`src/rtl/core/aa2rm_pkg.sv`:
```
// Shared types, constants and helper functions for the axis-angle to rotation matrix core.
// Used by the CORDIC cell, the matrix stage and the top level. No dependencies.
package aa2rm_pkg;

    localparam int CORDIC_STAGES = 16;
    localparam int ATAN_ENTRIES  = 24;
    localparam int NSTG = (CORDIC_STAGES > ATAN_ENTRIES) ? ATAN_ENTRIES : CORDIC_STAGES;
    localparam int SHW  = 5;

    localparam logic signed [33:0] Q30_HALF_PI = 34'sd1686629713;
    localparam logic signed [33:0] Q30_PI      = 34'sd3373259426;
    localparam logic signed [32:0] Q30_GAIN    = 33'sd652032874;

    typedef logic signed [32:0] t_q30;
    typedef logic signed [15:0] t_q14;
    typedef logic signed [18:0] t_trig;

    typedef struct packed {
        t_q30 x;
        t_q30 y;
        t_q30 z;
        logic neg;
        t_q14 ax;
        t_q14 ay;
        t_q14 az;
    } t_cstate;

    function automatic t_q30 atan_q30(input int i);
        t_q30 r;
        case (i)
            0:  r = 33'sd843314857;
            1:  r = 33'sd497837829;
            2:  r = 33'sd263043837;
            3:  r = 33'sd133525159;
            4:  r = 33'sd67021687;
            5:  r = 33'sd33543516;
            6:  r = 33'sd16775851;
            7:  r = 33'sd8388437;
            8:  r = 33'sd4194283;
            9:  r = 33'sd2097149;
            10: r = 33'sd1048576;
            11: r = 33'sd524288;
            12: r = 33'sd262144;
            13: r = 33'sd131072;
            14: r = 33'sd65536;
            15: r = 33'sd32768;
            16: r = 33'sd16384;
            17: r = 33'sd8192;
            18: r = 33'sd4096;
            19: r = 33'sd2048;
            20: r = 33'sd1024;
            21: r = 33'sd512;
            22: r = 33'sd256;
            default: r = 33'sd128;
        endcase
        return r;
    endfunction

    function automatic t_q14 round_sat(input logic signed [55:0] a);
        logic signed [55:0] s;
        logic signed [25:0] r;
        s = a + 56'sd536870912;
        r = s[55:30];
        if (r > 26'sd16384) begin
            return 16'sd16384;
        end else if (r < -26'sd16384) begin
            return -16'sd16384;
        end
        return r[15:0];
    endfunction

endpackage

```
`src/rtl/core/aa2rm_cordic_cell.sv`:
```
// One rotation-mode CORDIC cell: a micro-rotation and its output register.
// Depends on aa2rm_pkg for the cell state type.
module aa2rm_cordic_cell
    import aa2rm_pkg::*;
(
    input  logic             i_clk,
    input  logic             i_rst_n,
    input  logic             i_en,
    input  logic [SHW-1:0]   i_shift,
    input  t_q30             i_atan,
    input  logic             i_valid,
    input  t_cstate          i_st,
    output logic             o_valid,
    output t_cstate          o_st
);

    t_q30    dx;
    t_q30    dy;
    t_cstate n_st;
    t_cstate r_st;
    logic    r_valid;

    always_comb begin
        dx   = i_st.y >>> i_shift;
        dy   = i_st.x >>> i_shift;
        n_st = i_st;
        if (!i_st.z[32]) begin
            n_st.x = i_st.x - dx;
            n_st.y = i_st.y + dy;
            n_st.z = i_st.z - i_atan;
        end else begin
            n_st.x = i_st.x + dx;
            n_st.y = i_st.y - dy;
            n_st.z = i_st.z + i_atan;
        end
    end

    always_ff @(posedge i_clk) begin
        if (!i_rst_n) begin
            r_valid <= 1'b0;
        end else if (i_en) begin
            r_valid <= i_valid;
        end
        if (i_en) begin
            r_st <= n_st;
        end
    end

    assign o_valid = r_valid;
    assign o_st    = r_st;

endmodule

```
`config.mk`:
```
export PLATFORM = sky130hd
export DESIGN_NAME = aa2rm_cordic_cell
export DESIGN_NICKNAME = d
export VERILOG_FILES = /design/src/rtl/core/aa2rm_pkg.sv /design/src/rtl/core/aa2rm_cordic_cell.sv
export SDC_FILE = /design/constraint.sdc
export NUM_CORES = 1
export LEC_CHECK = 0
export BUFFER_PORTS_ARGS = -buffer_cell sky130_fd_sc_hd__clkbuf_2
export CORE_MARGIN = 2
export CORE_UTILIZATION = 51
export DETAILED_ROUTE_END_ITERATION = 8
export PLACE_DENSITY_LB_ADDON = 0.08
export SYNTH_ARGS = -nofsm -noshare
export SYNTH_HDL_FRONTEND = slang
export SYNTH_SLANG_ARGS = --single-unit
```
`constraint.sdc`:
```
create_clock -name i_clk -period 5.8 [get_ports i_clk]
set_clock_uncertainty 0.2 [all_clocks]
set_input_delay 0.58 -clock i_clk [delete_from_list [all_inputs] [get_ports i_clk]]
set_output_delay 0.58 -clock i_clk [all_outputs]
set_load 0.03 [all_outputs]
```
# Yosys cells after proc, flatten, opt, wreduce, memory -nomap -nowiden
# Index checks and enable logic that the tools add are counted.
# Widths: inputs -> output; s select.
# word_totals
input_bits	190
n_memories	0
word_cells	17
reg_bits	149
mem_bits_rw	0
mem_bits_ro	0
latchBits	0
output_inout_bits	149
# op_classes
n_div	0
n_lt_le_gt_ge	0
bitwise	0
n_reduce_logical	0
n_eq_ne	0
shifts	2
n_mux	1
n_addsub	6
mul	0
# op_table
operator	n
$add 33x33->33	3
$mux 99	1
$sub 33x33->33	3
$sshr 33x5->33	2

# Logic depth before layout (Yosys ltp)
# depth
ltp_word	3
mapped_depth	26
depth_no_buf	22

# Least setup slack after synthesis
# No wires, ideal clock.
# synth_path
kind	in2reg
start	in i_shift[4]
end	reg r_st (netlist bit o_st[147]) (data pin)
slack_ns	-0.276
t_required_ns	5.335
n_path_buf	6
path_stages	24
arrival_time_ns	5.611
path_cell_list	buf_2 buf_1 buf_1 clkbuf_1 clkbuf_1 clkbuf_1 nand2_1 o21ai_0 ha_1 nand3_1 nor3_2 a31oi_1 xnor2_1 ha_1 and2_1 a221oi_1 o31ai_1 a211oi_1 o2bb2ai_1 nor2_1 o31a_1 o21a_1 a221oi_1 xnor2_1
# synth_lines
item	line	text
from (decl)	aa2rm_cordic_cell.sv:9	input logic [SHW-1:0] i_shift,
to (signal assigned)	aa2rm_cordic_cell.sv:45	r_st <= n_st;
to (decl)	aa2rm_cordic_cell.sv:20	t_cstate r_st;

==> impl_metrics.csv <==
group,metric,value,unit
status,outcome,"completed",
drt,routedWlPerCell,21.1,um
place,portBuffers,338,
drt,drt-total-wl,56.3,mm
place,dp_cells,2637,
yosys,async_flop_share,0,%
cts,clkTransAtPathRegs,70,ps
grt,grt_pass1_wl,84.8,mm
cts,clk_latency,460,ps
yosys,synthTopCellsByCount,"nor2_1, edfxtp_1, a21oi_1",
yosys,ys_seq_area_share,28.5,%
floorplanning,die_area,32100,um^2
worst_setup_path,r2r-end,"o_valid",
floorplanning,die-height,179,um
drt,drcViolationCount,0,
drt,drtPass1Iterations,7,
yosys,synth_compound_area_share,18.2,%
grt,grt.total_usage,34.7,%
yosys,synth_most_common_cell,"nor2_1",
floorplanning,ios,339,
floorplanning,die_x,179,um
layout,area_growth,35.1,%
place,hpwl,45.6,mm
flow_run,max-cap-violations,0,
power,p_leak,9.54,nW
timing,setup_viol,0,
yosys,synth.distinct_cells,88,
worst_setup_path,cp-end-kind,"flip-flop",
yosys,synthTopCellsByArea,"edfxtp_1, mux4_2, ha_1",
timing,finalCritPeriodShare,96.0,%
yosys,yosys.area_share.simple,14.5,%
grt,antenna_found_initial,1,
yosys,synth-adder-area-share,8.38,%
worst_setup_path,critPathArrivalTime,5590,ps
worst_setup_path,start_kind,"input pin",
min_path,hold_depth,1,
timing,hold_violations,0,
drt,vias_per_cell,6.08,
cts,max-clock-path-buffers,2,
worst_setup_path,r2r-start,"o_valid",
timing,slew_headroom,44.0,%
yosys,synth_nets,1883,
yosys,synth.avg_cell_area,9.84,um^2
timing,worst_slew_pin_slew,840,ps
cts,ctsHtreeMaxLevel,4,
yosys,synth_top_area_share,28.4,%
worst_setup_path,critical_path_buf_inv_count,6,
layout,nFillCells,2426,
yosys,synthMuxAreaShare,17.0,%
worst_setup_path,cpMostUsedCell,"buf_4",
yosys,synth-xor-area-share,9.74,%
yosys,syn_inst,1590,
yosys,synth_top_flop_cell,"edfxtp_1",
cts,cts_sinks,149,
worst_setup_path,required,5830,ps
timing,fin_crit,5570,ps
power,finalPower,5.77,mW
grt,grt_max_degree,98,
power,pwr_density_cell,273,nW/um^2
drt,drt-initial-drc-count,1508,
min_path,holdPathEnd,"o_st[20]",
worst_setup_path,crit_type,"in -> reg",
yosys,synth_top_family_by_area,"compound AO/OA/AOI/OAI gates",
layout,drive_gt1_share,39.6,%
worst_setup_path,cp_slowest_stage_delay,550,ps
yosys,postSynthRegisterBits,149,
floorplanning,core_area,30400,um^2
layout,fin_cells,2671,
worst_setup_path,cp_max_fo,15,
worst_setup_path,r2r_slack,4990,ps
timing,slew_violations,0,
power,ir_drop,231,uV
yosys,syn_area,15600,um^2
cts,clock-root-buffer,"clkbuf_16",
grt,gr-total-overflow,0,
worst_setup_path,rr_worst_depth,2,
timing,final.setup.tns,0,ps
timing,grt_setup_unrepaired,"yes",
worst_setup_path,crit_family,"compound AO/OA/AOI/OAI gates",
cts,cts_buffers,17,
floorplanning,rows,64,
cts,cts_tree,"yes",
yosys,yosys_warnings,0,
timing,max_freq,180,MHz
worst_setup_path,crit_chain,"buf_2 > buf_4 > mux4_2 > mux2i_1 > nor2_1 > a21oi_1 > buf_4 > buf_4 > nor2b_1 > a21oi_1 > xor2_1 > ha_1 > a21oi_1 > nand2_1 > or4_1 > a211oi_1 > buf_4 > o2bb2ai_1 > nor2_1 > o31a_1 > o21a_1 > buf_4 > a31oi_1 > xnor2_1",
yosys,yosys.area.top_type,"edfxtp_1",
min_path,hp-start,"i_st[20]",
drt,detail-route-antenna-nets,0,
floorplanning,start_util,51.4,%
yosys,synth_edf_count,148,
place,finalWeightedCongestion,0.986,
layout,nets,2554,
worst_setup_path,crit_slowest_cell,"or4_1",
min_path,hold_path_class,"in -> reg",
grt,grt_pass1_vias,15400,
drt,vias,16200,
## worst reg2reg max path, stage by stage (launching register included)
cell	delay, ps
dfxtp_1	310
mux2i_1	130
nor2b_1	60
## worst max path at each step
stage	from	cells after the start	slack (ps)	to
finish	i_shift[2]	24	230	o_st[145]
global route	i_shift[0]	21	-50	o_st[114]
CTS	i_shift[0]	22	50	o_st[107]
detailed placement	i_shift[0]	22	-490	o_st[114]
global placement	i_shift[0]	22	-460	o_st[114]
floorplan	i_shift[4]	24	8	o_st[147]
## kinds of logic after synthesis
logic type               Yosys count
AO/OA/AOI/OAI                    437
AND/OR/NAND/NOR                  449
buffers and inverters            117
adder cells (fa/ha/maj)          103
multiplexers                     161
flip-flops                       149
XOR/XNOR                         174
## placed cells by master, fill, tap and decap left out, types with 18 or more instances in the layout
master / count
buf_4: 380
clkbuf_2: 333
nor2_1: 150
edfxtp_1: 148
a21oi_1: 130
ha_1: 100
xnor2_1: 99
nand2_1: 95
mux4_2: 82
xor2_1: 74
o21ai_0: 68
mux2i_1: 55
inv_1: 42
a21o_1: 42
nor2b_1: 28
o21a_1: 28
nand3_1: 25
a31oi_1: 25
nor3_1: 24
and2_1: 20
mux2_2: 19
nand2b_1: 18
## stage by stage
step	hold WS, ps	setup slack (ps)	util [%]	instance area (um^2)
2_1_floorplan	440	7.72	-	15700
3_3_place_gp	303	-458	67.1	20400
3_5_place_dp	321	-485	67.1	20400
4_1_cts	73.6	50.1	69.1	21000
5_1_grt	78.5	-46.4	69.5	21100
6_report	91.6	233	69.5	21100
## repair_timing
action | CTS | global route
buffers inserted | 0 | 1
setup endpoints to repair | 4 | 16
gates resized for setup | 2 | 25
pin swaps | 0 | 2
hold buffers | 0 | 0
## registers in the layout, indices dropped and copies added (netlist names)
signal,cells
o_valid,1
o_st,148
## power by group
part	switching [mW]	internal, mW
Sequential	0.0597	1.49
Combinational	1.73	1.32
Clock	0.519	0.653
## metal layers
metal  global-route usage, %  vias to the layer above  part of all wire, %  wire [um]
li1                        -                     7459                    -          -
met3                    7.15                      132                  9.2       5160
met4                    12.4                        0                  3.0       1690
met5                       0                        -                    0          0
met2                    57.9                      841                   47      26600
met1                    44.5                     7799                   41      22900
## cell type report
| class | count | area (um^2) | area share, % |
|---|---|---|---|
| Inverter | 43 | 161 | 0.764 |
| Sequential cell | 149 | 4460 | 21.1 |
| Clock buffer | 17 | 425 | 2.01 |
| Antenna cell | 1 | 2.50 | 0.0118 |
| Multi-Input combinational cell | 1324 | 10700 | 50.6 |
| Clock inverter | 15 | 185 | 0.876 |
| Tap cell | 396 | 495 | 2.34 |
| Timing Repair Buffer | 726 | 4710 | 22.3 |
(Power assumes the default switching activity.)
